==> src/hdl/swept_box_box_entry_time_top_assert.svh <==
// ----------------------------------------------------------------------------
// swept box entry time assertion macros
// clocked property checks, compiled out for synthesis
// ----------------------------------------------------------------------------
`ifndef SWEPT_BOX_BOX_ENTRY_TIME_TOP_ASSERT_SVH
`define SWEPT_BOX_BOX_ENTRY_TIME_TOP_ASSERT_SVH

`ifndef SYNTHESIS
// antecedent implies consequent in the same cycle
`define SBET_ASSERT_IMPL(lbl, ante, cons, msg) \
  lbl: assert property (@(posedge clk) disable iff (!rst_n) (ante) |-> (cons)) \
    else $error(msg);
// antecedent implies consequent in the next cycle
`define SBET_ASSERT_NEXT(lbl, ante, cons, msg) \
  lbl: assert property (@(posedge clk) disable iff (!rst_n) (ante) |=> (cons)) \
    else $error(msg);
`else
`define SBET_ASSERT_IMPL(lbl, ante, cons, msg)
`define SBET_ASSERT_NEXT(lbl, ante, cons, msg)
`endif

`endif

==> src/hdl/sbet_pkg.sv <==
// ----------------------------------------------------------------------------
// sbet_pkg
// shared constants and types of the swept box entry time block
// ----------------------------------------------------------------------------
`default_nettype none

package sbet_pkg;

  localparam int DEF_COORD_WIDTH = 32;
  localparam int DEF_FRAC_BITS   = 16;

  // result time is always reported with 16 fraction bits
  localparam int OUT_FRAC_BITS = 16;
  localparam int ENTRY_W       = OUT_FRAC_BITS + 1;

  typedef struct packed {
    logic busy;
    logic done;
  } div_stat_t;

endpackage

`default_nettype wire

==> src/hdl/sbet_div.sv <==
// ----------------------------------------------------------------------------
// sbet_div
// shared restoring divider, one quotient bit per cycle, saturates to +-2.0
// ----------------------------------------------------------------------------
`default_nettype none

module sbet_div #(
  parameter int COORD_WIDTH = sbet_pkg::DEF_COORD_WIDTH,
  parameter int FRAC_BITS   = sbet_pkg::DEF_FRAC_BITS
) (
  input  wire logic                        clk,
  input  wire logic                        rst_n,
  input  wire logic                        start,
  input  wire logic signed [COORD_WIDTH:0] num,
  input  wire logic signed [COORD_WIDTH:0] den,
  output sbet_pkg::div_stat_t              stat,
  output logic signed [FRAC_BITS+2:0]      quot
);

  localparam int NW    = COORD_WIDTH + 1;
  localparam int RW    = COORD_WIDTH + 2;
  localparam int QW    = FRAC_BITS + 2;
  localparam int CNT_W = $clog2(FRAC_BITS + 1);

  localparam logic [1:0] D_IDLE = 2'd0;
  localparam logic [1:0] D_CHK  = 2'd1;
  localparam logic [1:0] D_RUN  = 2'd2;

  localparam logic [QW-1:0] LIM = {2'b10, {FRAC_BITS{1'b0}}};

  logic [1:0]       state_r, state_nxt;
  logic [CNT_W-1:0] cnt_r, cnt_nxt;
  logic             neg_r, neg_nxt;
  logic [NW-1:0]    ud_r, ud_nxt;
  logic [RW-1:0]    rem_r, rem_nxt;
  logic [QW-1:0]    q_r, q_nxt;
  logic             done_r, done_nxt;

  logic [NW-1:0] num_mag, den_mag;
  logic [RW-1:0] rem_sh, ud_ext;
  logic [QW-1:0] q_sh;

  assign num_mag = num[NW-1] ? NW'(-num) : NW'(num);
  assign den_mag = den[NW-1] ? NW'(-den) : NW'(den);
  assign ud_ext  = {1'b0, ud_r};

  // first step compares without a shift
  assign rem_sh = (cnt_r == '0) ? rem_r : {rem_r[RW-2:0], 1'b0};
  assign q_sh   = (cnt_r == '0) ? q_r : {q_r[QW-2:0], 1'b0};

  always_comb begin
    state_nxt = state_r;
    cnt_nxt   = cnt_r;
    neg_nxt   = neg_r;
    ud_nxt    = ud_r;
    rem_nxt   = rem_r;
    q_nxt     = q_r;
    done_nxt  = 1'b0;
    unique case (state_r)
      D_IDLE: begin
        if (start) begin
          neg_nxt   = num[NW-1] != den[NW-1];
          ud_nxt    = den_mag;
          rem_nxt   = {1'b0, num_mag};
          q_nxt     = '0;
          cnt_nxt   = '0;
          state_nxt = D_CHK;
        end
      end
      D_CHK: begin
        if (rem_r >= {ud_r, 1'b0}) begin
          q_nxt     = LIM;
          done_nxt  = 1'b1;
          state_nxt = D_IDLE;
        end else begin
          state_nxt = D_RUN;
        end
      end
      D_RUN: begin
        if (rem_sh >= ud_ext) begin
          rem_nxt = rem_sh - ud_ext;
          q_nxt   = q_sh | QW'(1);
        end else begin
          rem_nxt = rem_sh;
          q_nxt   = q_sh;
        end
        if (cnt_r == CNT_W'(FRAC_BITS)) begin
          done_nxt  = 1'b1;
          state_nxt = D_IDLE;
        end else begin
          cnt_nxt = cnt_r + 1'b1;
        end
      end
      default: begin
        state_nxt = D_IDLE;
      end
    endcase
  end

  always_ff @(posedge clk) begin
    if (!rst_n) begin
      state_r <= D_IDLE;
      done_r  <= 1'b0;
    end else begin
      state_r <= state_nxt;
      done_r  <= done_nxt;
    end
    cnt_r <= cnt_nxt;
    neg_r <= neg_nxt;
    ud_r  <= ud_nxt;
    rem_r <= rem_nxt;
    q_r   <= q_nxt;
  end

  assign stat.busy = state_r != D_IDLE;
  assign stat.done = done_r;
  assign quot      = neg_r ? -$signed({1'b0, q_r}) : $signed({1'b0, q_r});

endmodule

`default_nettype wire

==> src/hdl/swept_box_box_entry_time_top.sv <==
// ----------------------------------------------------------------------------
// swept_box_box_entry_time_top
// swept axis-aligned box test, one axis per transfer, result on the last axis
// ----------------------------------------------------------------------------
// datapath: each axis runs two slab divisions on one shared divider that makes one
//   quotient bit a cycle; zero relative speed or an axis after a miss skips both
//   divisions, and a saturated quotient ends its division early
// throughput: one axis at a time, in_ready only between axes
// reset: interval back to [0, 1], miss flag and output valid cleared
`default_nettype none

`include "swept_box_box_entry_time_top_assert.svh"

module swept_box_box_entry_time_top #(
  parameter int COORD_WIDTH = sbet_pkg::DEF_COORD_WIDTH,
  parameter int FRAC_BITS   = sbet_pkg::DEF_FRAC_BITS
) (
  input  wire logic                          clk,
  input  wire logic                          rst_n,
  input  wire logic                          in_valid,
  output logic                               in_ready,
  input  wire logic signed [COORD_WIDTH-1:0] in_first_min,
  input  wire logic signed [COORD_WIDTH-1:0] in_first_max,
  input  wire logic signed [COORD_WIDTH-1:0] in_first_vel,
  input  wire logic signed [COORD_WIDTH-1:0] in_second_min,
  input  wire logic signed [COORD_WIDTH-1:0] in_second_max,
  input  wire logic signed [COORD_WIDTH-1:0] in_second_vel,
  input  wire logic                          in_last_axis,
  output logic                               out_valid,
  input  wire logic                          out_ready,
  output logic                               out_hit,
  output logic [sbet_pkg::ENTRY_W-1:0]       out_entry_time
);

  localparam int DW    = COORD_WIDTH + 1;
  localparam int TW    = FRAC_BITS + 3;
  localparam int SHR   = (FRAC_BITS >= sbet_pkg::OUT_FRAC_BITS) ?
                         (FRAC_BITS - sbet_pkg::OUT_FRAC_BITS) : 0;
  localparam int SHL   = (FRAC_BITS >= sbet_pkg::OUT_FRAC_BITS) ?
                         0 : (sbet_pkg::OUT_FRAC_BITS - FRAC_BITS);
  localparam int EXT_W = TW + sbet_pkg::OUT_FRAC_BITS;

  localparam logic [2:0] S_IDLE = 3'd0;
  localparam logic [2:0] S_EVAL = 3'd1;
  localparam logic [2:0] S_DIVA = 3'd2;
  localparam logic [2:0] S_DIVB = 3'd3;
  localparam logic [2:0] S_UPD  = 3'd4;
  localparam logic [2:0] S_FIN  = 3'd5;

  localparam logic signed [TW-1:0] ONE = TW'(1) <<< FRAC_BITS;

  logic [2:0]             state_r, state_nxt;
  logic signed [DW-1:0]   d_r, n1_r, n2_r;
  logic                   last_r;
  logic signed [TW-1:0]   a_r, b_r;
  logic signed [TW-1:0]   enter_r, enter_nxt;
  logic signed [TW-1:0]   exit_r, exit_nxt;
  logic                   missed_r, missed_nxt;
  logic                   out_valid_r, out_valid_nxt;
  logic                   out_hit_r;
  logic [sbet_pkg::ENTRY_W-1:0] out_et_r;

  logic                   in_xfer, load_out;
  logic                   div_start;
  logic signed [DW-1:0]   div_num;
  sbet_pkg::div_stat_t    div_stat;
  logic signed [TW-1:0]   div_quot;

  logic signed [TW-1:0]   lo, hi;
  logic                   missed_fin, hit_fin;
  logic [EXT_W-1:0]       et_ext;
  logic [sbet_pkg::ENTRY_W-1:0] et_fin;

  assign in_ready = state_r == S_IDLE;
  assign in_xfer  = in_valid && in_ready;

  assign div_num = (state_r == S_EVAL) ? n1_r : n2_r;

  sbet_div #(
    .COORD_WIDTH(COORD_WIDTH),
    .FRAC_BITS  (FRAC_BITS)
  ) u_div (
    .clk  (clk),
    .rst_n(rst_n),
    .start(div_start),
    .num  (div_num),
    .den  (d_r),
    .stat (div_stat),
    .quot (div_quot)
  );

  // slab times in order
  assign lo = (a_r > b_r) ? b_r : a_r;
  assign hi = (a_r > b_r) ? a_r : b_r;

  // a narrowed interval never passes the miss check with enter above exit
  assign missed_fin = missed_r || (enter_r > exit_r);
  assign hit_fin    = !missed_fin && (enter_r > TW'(0));
  assign et_ext     = (EXT_W'($unsigned(enter_r)) << SHL) >> SHR;
  assign et_fin     = hit_fin ? et_ext[sbet_pkg::ENTRY_W-1:0] : '0;

  always_comb begin
    state_nxt     = state_r;
    enter_nxt     = enter_r;
    exit_nxt      = exit_r;
    missed_nxt    = missed_r;
    div_start     = 1'b0;
    load_out      = 1'b0;
    out_valid_nxt = out_valid_r && !out_ready;
    unique case (state_r)
      S_IDLE: begin
        if (in_xfer) begin
          state_nxt = S_EVAL;
        end
      end
      S_EVAL: begin
        priority if (missed_r) begin
          state_nxt = S_FIN;
        end else if (d_r == '0) begin
          // touching at zero speed counts as a miss
          if (!n1_r[DW-1] || n2_r[DW-1] || (n2_r == '0)) begin
            missed_nxt = 1'b1;
          end
          state_nxt = S_FIN;
        end else begin
          div_start = 1'b1;
          state_nxt = S_DIVA;
        end
      end
      S_DIVA: begin
        if (div_stat.done) begin
          div_start = 1'b1;
          state_nxt = S_DIVB;
        end
      end
      S_DIVB: begin
        if (div_stat.done) begin
          state_nxt = S_UPD;
        end
      end
      S_UPD: begin
        if (lo > enter_r) begin
          enter_nxt = lo;
        end
        if (hi < exit_r) begin
          exit_nxt = hi;
        end
        state_nxt = S_FIN;
      end
      S_FIN: begin
        if (!last_r) begin
          missed_nxt = missed_fin;
          state_nxt  = S_IDLE;
        end else if (!out_valid_r || out_ready) begin
          load_out      = 1'b1;
          out_valid_nxt = 1'b1;
          enter_nxt     = '0;
          exit_nxt      = ONE;
          missed_nxt    = 1'b0;
          state_nxt     = S_IDLE;
        end
      end
      default: begin
        state_nxt = S_IDLE;
      end
    endcase
  end

  always_ff @(posedge clk) begin
    if (!rst_n) begin
      state_r     <= S_IDLE;
      enter_r     <= '0;
      exit_r      <= ONE;
      missed_r    <= 1'b0;
      out_valid_r <= 1'b0;
    end else begin
      state_r     <= state_nxt;
      enter_r     <= enter_nxt;
      exit_r      <= exit_nxt;
      missed_r    <= missed_nxt;
      out_valid_r <= out_valid_nxt;
    end
    if (in_xfer) begin
      d_r    <= DW'(in_second_vel) - DW'(in_first_vel);
      n1_r   <= DW'(in_first_min) - DW'(in_second_max);
      n2_r   <= DW'(in_first_max) - DW'(in_second_min);
      last_r <= in_last_axis;
    end
    if (state_r == S_DIVA && div_stat.done) begin
      a_r <= div_quot;
    end
    if (state_r == S_DIVB && div_stat.done) begin
      b_r <= div_quot;
    end
    if (load_out) begin
      out_hit_r <= hit_fin;
      out_et_r  <= et_fin;
    end
  end

  assign out_valid      = out_valid_r;
  assign out_hit        = out_hit_r;
  assign out_entry_time = out_et_r;

  `SBET_ASSERT_IMPL(a_div_idle_start, div_start, !div_stat.busy, "divider started while busy")
  `SBET_ASSERT_IMPL(a_enter_nonneg, 1'b1, !enter_r[TW-1], "entry time went negative")
  `SBET_ASSERT_IMPL(a_nohit_zero, out_valid_r && !out_hit_r, out_et_r == '0, "miss with time")
  `SBET_ASSERT_NEXT(a_fin_last_done, state_r == S_FIN && last_r && load_out,
                    out_valid_r && state_r == S_IDLE && !missed_r && enter_r == '0,
                    "query end did not reset")

endmodule

`default_nettype wire
==> config.mk <==
export PLATFORM = sky130hd
export DESIGN_NAME = swept_box_box_entry_time_top
export DESIGN_NICKNAME = d
export VERILOG_FILES = /design/src/hdl/sbet_pkg.sv /design/src/hdl/sbet_div.sv /design/src/hdl/swept_box_box_entry_time_top.sv
export VERILOG_INCLUDE_DIRS = /design/src /design/src/hdl
export SDC_FILE = /design/constraint.sdc
export NUM_CORES = 1
export LEC_CHECK = 0
export ABC_CLOCK_PERIOD_IN_PS = 4900
export BUFFER_PORTS_ARGS = -buffer_cell sky130_fd_sc_hd__buf_2
export CAP_MARGIN = 10
export CORE_MARGIN = 2
export CORE_UTILIZATION = 38
export CTS_CLUSTER_DIAMETER = 50
export DETAILED_ROUTE_END_ITERATION = 16
export GPL_ROUTABILITY_DRIVEN = 1
export PLACE_DENSITY_LB_ADDON = 0.2
export SETUP_SLACK_MARGIN = 0.4
export SYNTH_ARGS = -nofsm -noshare
export SYNTH_HDL_FRONTEND = slang
export SYNTH_HIERARCHICAL = 1
export SYNTH_SLANG_ARGS = --single-unit
export TNS_END_PERCENT = 30
==> constraint.sdc <==
create_clock -name clk -period 4.9 [get_ports clk]
set_clock_uncertainty 0.2 [all_clocks]
set_input_delay 0.245 -clock clk [delete_from_list [all_inputs] [get_ports clk]]
set_output_delay 0.245 -clock clk [all_outputs]
set_load 0.01 [all_outputs]
==> impl_results.md, run 1 <==
* Max Transition Viols Final at 0
* Area grow syn2layout at 23.0%
* Slew headroom at about 30%
* Die height at approximately 250 microns
* Slew @ Worst Pin at approximately 1.1 ns
* Post-synth EDFFs at approximately 250
* Gr ovfl total at 0
* Worst R2R Start: a_r[12]$_DFFE_PP_
* Initial Util at between 30% and 40%
* GP Congestion at 0.870
* Seq cells post-synth at 293
* H-tree depth at 2
* R2R cell count at 22
* Clock tree buffer depth at 3
* Fin cells at around 3600
* Residual DRC count at 0
* ANT nets after route at 0
* Dpl ws at -0.00846 ns
* Worst-path clk slew at ~0.060 ns
* Max Cap Violations at 0
* Root buffer cell: clkbuf_16
* # IOs at ~220
* TritonCTS clock tree: yes
* Crit path kind: reg -> reg
* Cts bufs inserted at 46
* Layout cells sized above 1 at around a fifth
* Critical Path Source: a_r[12]$_DFFE_PP_
* Number of global-route vias before repair at 18509
* Crit end category: flip-flop
* Row cnt at roughly 90
* Int Power at 8200 uW
* Die Wd at 248 microns
* Total Routing Usage GR at 19.3%
* Crit start category: flip-flop
* Worst Path Arrival at ~5.0 ns
* Clock power share at roughly a quarter
* Seq pwr share at just over 30%
* Avg Vias per Cell at between 5 and 6
* Final setup vio count at 0
* Port Buffers at between 200 and 250
* Synthesized instance count at between 2000 and 2500
* Syn Area/Cell at between 9 and 10 sq um
* Req. time, crit path at 5.20 ns
* Synth Cell Area at 22600 sq um
* Pre-antenna DRT Iters at 5
* Comb power frac at between 40% and 50%
* Switching Share at between 30% and 40%
* Status: finished, final reports clean
* Placed Cells at between 3000 and 4000
* Max IR drop VDD at approximately 270 uV
* Post-synthesis async set-or-reset flop share at 0%
* Top FF cell, synth: edfxtp_1
* Worst-Skew Late Latency at around 0.60 ns
* Via count at between 15000 and 20000
* P_leak at roughly 0.012 uW
* Largest net degree at the start of global routing at 101
* Nets at approximately 3200
* Crit-path max FO at 38
* DR iter-0 viols at around 1000
* RSZ-0062 raised after global routing: yes
* Post-Route WL at 60.6 mm
* Hold Path Class: in -> reg
* Setup crit end: enter_r[0]$_SDFFE_PN0P_
* Fmax at between 200 and 250 MHz
* Switching power at 5130 uW
* TritonCTS Sinks at about 290
* Post-synthesis sequential area ratio at 36.8%
* Hpwl dp at between 40 and 50 mm
* PwrDens at 479 nW/um^2
* Netlist cell types at 84
* Final period utilization at between 90 and 100%
* R2r setup slk at ~0.22 ns
* Final worst slack at around 0.22 ns
* R2r endpoint: enter_r[0]$_SDFFE_PN0P_
* Syn. warnings at 6
* Min Clock Period, post-route at 4.68 ns
* Full die area at slightly above 60000 sq um
* Final Hold Vio Count at 0
* Core Footprint at 59000 sq um
* Syn_nets at 2846
* DR WL/cell at 17.0 microns
* First-pass GRT wire length at around 95 mm
* Initial antenna violation count at 2
-- cell type report --
class	count	area [sq um]
antenna	1	2.50
clock buffer	59	1250
clock inverter	25	328
fill	5591	31200
inverter	253	950
multi-input combinational	1786	13400
sequential	293	8340
tap	773	967
timing repair buffer	370	2610
-- flip-flops by register name, indices dropped and copies added, names as in the netlist, 19 cells and up --
| name | count |
|---|---|
| u_div/ud_r | 33 |
| d_r | 33 |
| b_r | 19 |
| a_r | 19 |
| exit_r | 19 |
| n1_r | 33 |
| n2_r | 33 |
| u_div/rem_r | 34 |
| enter_r | 19 |
-- cells in the mapped netlist, drive strengths merged (10+ instances only) --
cell type	number	share of area [%]
o41ai	14	0.66
and3	14	0.40
nor2	137	2.3
and2	21	0.58
o211ai	19	0.63
nand3	64	1.4
or3	21	0.65
or4	15	0.52
nor3	27	0.60
dfxtp	46	4.1
clkbuf	60	0.99
xor2	44	1.7
o21a	37	1.2
o21ai	168	3.7
nand4	41	1.1
a211oi	12	0.40
inv	253	4.2
o21bai	19	0.63
nand2b	32	0.93
ha	246	14
a31oi	12	0.33
a21o	78	2.6
nand2	148	2.5
mux2i	15	0.66
buf	10	0.26
edfxtp	247	33
a21oi	163	3.6
o31ai	25	0.85
nor4	46	1.3
xnor2	140	5.4
a22o	19	0.73
mux2	84	4.2
nor2b	27	0.75
-- placed cells by master, fill, tap and decap left out, drive strengths merged, types with 78 or more instances in the layout --
cell,synthesis,layout
dlygate4sd3,0,82
xnor2,140,140
nand2,148,148
o21ai,168,168
buf,10,286
inv,253,264
a21o,78,78
a21oi,163,163
ha,246,246
nor2,137,137
edfxtp,247,247
mux2,84,84
-- routing by layer --
metal	GRT usage, %	part of all wire, %
met4	6.18	2.8
met5	0	0
met2	34.9	51
met1	23.6	43
met3	2.64	3.6
-- critical path: stages (launching register included) --
cell and delay, ns:
edfxtp_1 0.40, ha_1 0.31, and4_1 0.21, and3_4 0.21, o211ai_1 0.09, and3_1 0.23, nand2_2 0.09, mux2i_4 0.28
buf_12 0.15, buf_12 0.11, buf_4 0.11, mux2_2 0.37, ha_1 0.30, a21oi_1 0.06, nor2b_1 0.10, o21ai_0 0.08
nand2b_1 0.08, a21oi_1 0.08, a211oi_1 0.24, nand3_1 0.12, a311o_1 0.36, buf_12 0.18, o31ai_1 0.22
-- worst min path at each step --
stage	depth (start not counted)	slack, ns	startpoint	to
after detailed placement	1	0.23	in_last_axis	last_r$_DFFE_PP_
after floorplan	0	0.14	in_last_axis	last_r$_DFFE_PP_
after global placement	1	0.24	in_last_axis	last_r$_DFFE_PP_
after global routing	3	0.02	in_first_min[9]	n1_r[9]$_DFFE_PP_
final	3	0.02	in_first_min[5]	n1_r[5]$_DFFE_PP_
after CTS	3	0.0007	in_first_max[19]	n2_r[19]$_DFFE_PP_
-- cells by family after synthesis --
family | count (synthesis) | share of synthesized area [%]
AO/OA/AOI/OAI | 631 | 17.9
XOR/XNOR | 184 | 7.12
adder cells (fa/ha/maj) | 250 | 13.9
buffers and inverters | 323 | 5.45
flip-flops | 293 | 36.8
multiplexers | 99 | 4.84
AND/OR/NAND/NOR | 619 | 13.9
-- per-stage QoR --
step	TNS [ns]	hold slack (ns)	power (uW)	cell area (sq um)	util [%]
after floorplan	0	0.144	8120	22700	-
after global placement	0	0.237	9780	24900	42.2
after detailed placement	-0.0129	0.227	9860	24900	42.2
after CTS	0	0.000721	13300	27600	46.7
after global routing	0	0.0166	14300	27900	47.2
final	0	0.0173	13300	27900	47.2
-- power groups by stage --
stage / combinational, uW / sequential (uW) / clock [uW]
finish: 5970 / 4040 / 3330
global route: 6660 / 4100 / 3530
CTS: 5890 / 4030 / 3410
detailed placement: 5780 / 4080 / 0
global placement: 5710 / 4070 / 0
floorplan: 4220 / 3900 / 0
-- timing repair --
item | CTS | global route
resized for setup | 28 | 43
hold buffers | 82 | 0
gates cloned | 6 | 0
setup endpoints to repair | 51 | 74
hold endpoints to repair | 65 | 0
setup buffers | 10 | 14
pin swaps | 7 | 24
Note: power is estimated with default switching activity, not from simulation.
==> run 2: changes to the inputs <==
--- a/config.mk
+++ b/config.mk
@@ -6,11 +6,13 @@
 export SDC_FILE = /design/constraint.sdc
 export NUM_CORES = 1
 export LEC_CHECK = 0
+export ABC_AREA = 1
 export ABC_CLOCK_PERIOD_IN_PS = 4900
 export BUFFER_PORTS_ARGS = -buffer_cell sky130_fd_sc_hd__buf_2
 export CAP_MARGIN = 10
+export CORE_ASPECT_RATIO = 0.5
 export CORE_MARGIN = 2
-export CORE_UTILIZATION = 38
+export CORE_UTILIZATION = 56
 export CTS_CLUSTER_DIAMETER = 50
 export DETAILED_ROUTE_END_ITERATION = 16
 export GPL_ROUTABILITY_DRIVEN = 1
==> run 2 against run 1 <==
- total power rose by 19%
- synthesized cell count up 43%
- clock power down 20%
- area after synthesis up 10%
- global-route usage increased by 10 points
- cell area increased by 1.5%
- final cell count is 20% higher
- largest power group unchanged
- highest routed layer unchanged
==> impl_results.md, run 2 <==
* Seq cells post-synth at 293
* Commonest non-fill, non-tap cell in the layout: nand2_1
* Synth top area cells: edfxtp_1 (30%), nand2_1 (13%), ha_1 (12%), inv_1 (8.9%), a21oi_1 (4.5%)
* GP Congestion at 0.975
* Slew @ Worst Pin at 1.07 ns
* Final setup vio count at 0
* Residual DRC count at 0
* Die height at approximately 150 microns
* Cell taking the most area after synthesis: edfxtp_1
* Min Clock Period, post-route at 4.29 ns
* Post-synth EDFFs at 247
* CP dominant cell by count: nand2_1
* Core Footprint at around 44000 sq um
* Post-synthesis async set-or-reset flop share at 0%
* First-pass GRT wire length at ~110 mm
* Hpwl dp at 56.0 mm
* Synthesized instance count at about 3400
* Most flop-heavy register: u_div/rem_r
* Post-synth top cells: nand2_1 (844), inv_1 (595), nor2_1 (272)
* Slew headroom at 27.9%
* Max incr delay on CP at roughly 0.44 ns
* Syn Area/Cell at approximately 7.3 sq um
* Initial Util at about 57%
* Netlist cell types at between 50 and 60
* Cts bufs inserted at 34
* Syn. warnings at 6
* # IOs at 217
* Die Wd at 303 microns
* Post-synthesis sequential area ratio at between 30% and 40%
* CP max-delay cell: edfxtp_1
* Avg Vias per Cell at approximately 5.4
* Post-place instance area at 26700 sq um
* DR iter-0 viols at approximately 1900
* Worst-Skew Late Latency at 0.53 ns
* Worst Path Arrival at around 4.5 ns
* Final Hold Slack at about 0.016 ns
* Port Buffers at ~220
* Row cnt at 54
* Finished Cell Area at roughly 28000 sq um
* Req. time, crit path at ~5.1 ns
* Max Transition Viols Final at 0
* Layout cells sized above 1 at about 11%
* Via count at about 23000
* Inserted Diodes at 0
* Max IR drop VDD at 327 uV
* Fill cells at ~4000
* Area grow syn2layout at 13.3%
* Reg area at between 8000 and 9000 sq um
* Count leader, synth: nand2_1
* Nets at 4104
* Status: finished, final reports clean
* Initial antenna violation count at 0
* Number of global-route vias before repair at roughly 22000
* Crit path cell chain: ha_4 -> nand2_1 -> nor2_2 -> nand2_1 -> inv_1 -> nand4_1 -> nand3_4 -> clkinv_8 -> buf_12 -> nand2_1 -> o21ai_2 -> ha_1 -> nand2_1 -> nor2_2 -> nand4_1 -> nor4_1 -> nand2_1 -> nand2_1 -> nand2_2 -> nand3_4 -> nand2_4 -> buf_12 -> o21ai_0 -> nand3_1
* Crit start category: flip-flop
* Largest net degree at the start of global routing at 93
* Synth Cell Area at roughly 25000 sq um
* Final period utilization at 87.5%
* TritonCTS clock tree: yes
* Clock tree buffer depth at 3
* Top FF cell, synth: edfxtp_1
* Max Cap Violations at 0
* ANT nets after route at 0
* Worst-path clk slew at around 0.060 ns
* Total Routing Usage GR at just under 30%
* Pre-antenna DRT Iters at 6
* Fmax at 233 MHz
* P_leak at ~0.014 uW
* Crit end category: flip-flop
* H-tree depth at 2
* Root buffer cell: clkbuf_16
* Final Hold Vio Count at 0
* Crit path kind: reg -> reg
* Hold Path Class: in -> reg
* Gr ovfl total at 0
* PwrDens at between 500 and 600 nW/um^2
* Post-synth top area share at a little under 30%
* Number of flip-flops in the largest register at 34
* RSZ-0062 raised after global routing: yes
* DR WL/cell at around 16 microns
* Full die area at about 46000 sq um
* Syn_nets at roughly 3900
* Crit-path max FO at 21
* Fin Setup TNS at 0 ns
* TritonCTS Sinks at between 200 and 300
* Most frequent cells in the layout: nand2_1 (842), inv_1 (593), nor2_1 (269)
* Multi-input gate area at between 10000 and 15000 sq um
* Post-Route WL at between 60 and 70 mm
-- run 2: final timing paths --
| check | from | endpoint | slack [ns] | cells past startpoint |
|---|---|---|---|---|
| setup / recovery | a_r[10]$_DFFE_PP_ | exit_r[16]$_SDFFE_PN1P_ | 0.61 | 24 |
| hold reg to reg | exit_r[4]$_SDFFE_PN0P_ | exit_r[4]$_SDFFE_PN0P_ | 0.28 | 2 |
| setup reg to reg | a_r[10]$_DFFE_PP_ | exit_r[16]$_SDFFE_PN1P_ | 0.61 | 24 |
| hold / removal | in_second_vel[7] | d_r[7]$_DFFE_PP_ | 0.02 | 3 |
-- run 2: area by class of cell --
class / instances / share of cell area (%)
Clock buffer: 42 / 3.34
Clock inverter: 20 / 0.756
Inverter: 609 / 8.13
Multi-Input combinational cell: 2455 / 50.3
Sequential cell: 293 / 29.5
Tap cell: 588 / 2.60
Timing Repair Buffer: 264 / 5.43
-- run 2: critical path, delay by kind of cell, from the launching register on --
family          cells  cell delay [ns]
simple gates       16             2.15
fa+ha+maj           2             0.64
buf+inv             4             0.54
flops               1             0.44
compound gates      2             0.17
-- run 2: metrics by stage --
stage	worst slack (ns)	utilization (%)	instances	total power [uW]
2_1_floorplan	0.546	-	3422	10700
3_3_place_gp	0.370	61.0	4182	12900
3_5_place_dp	0.262	61.0	4182	13000
4_1_cts	0.452	63.9	4255	15700
5_1_grt	0.365	64.6	4271	17200
6_report	0.612	64.6	4271	15900
-- run 2: what timing repair did --
action | in CTS | in global routing
gates resized for setup | 6 | 52
pin swaps | 0 | 13
hold buffers | 11 | 0
buffers inserted | 0 | 12
endpoints found under the setup margin | 34 | 74
gates cloned | 0 | 4
endpoints found under the hold margin | 35 | 0
-- run 2: kinds of logic after synthesis --
| family | share of synthesized area (%) |
|---|---|
| AND/OR/NAND/NOR | 26.4 |
| buffers and inverters | 10.5 |
| AO/OA/AOI/OAI | 11.4 |
| flip-flops | 33.4 |
| adder cells (fa/ha/maj) | 12.6 |
| XOR/XNOR | 5.75 |
-- run 2: per-layer routing --
| metal | up-vias | wire length (microns) | GRT usage [%] |
|---|---|---|---|
| met5 | - | 0 | 0 |
| met4 | 0 | 2130 | 8.89 |
| met2 | 760 | 31500 | 48.6 |
| met1 | 10572 | 31200 | 40.4 |
| li1 | 11756 | - | - |
| met3 | 135 | 4330 | 3.68 |
-- run 2: report_power, final --
group | switching (uW) | internal (uW) | leakage, uW
Clock | 1090 | 1560 | 0.000564
Sequential | 522 | 3900 | 0.00268
Combinational | 5900 | 2890 | 0.0105
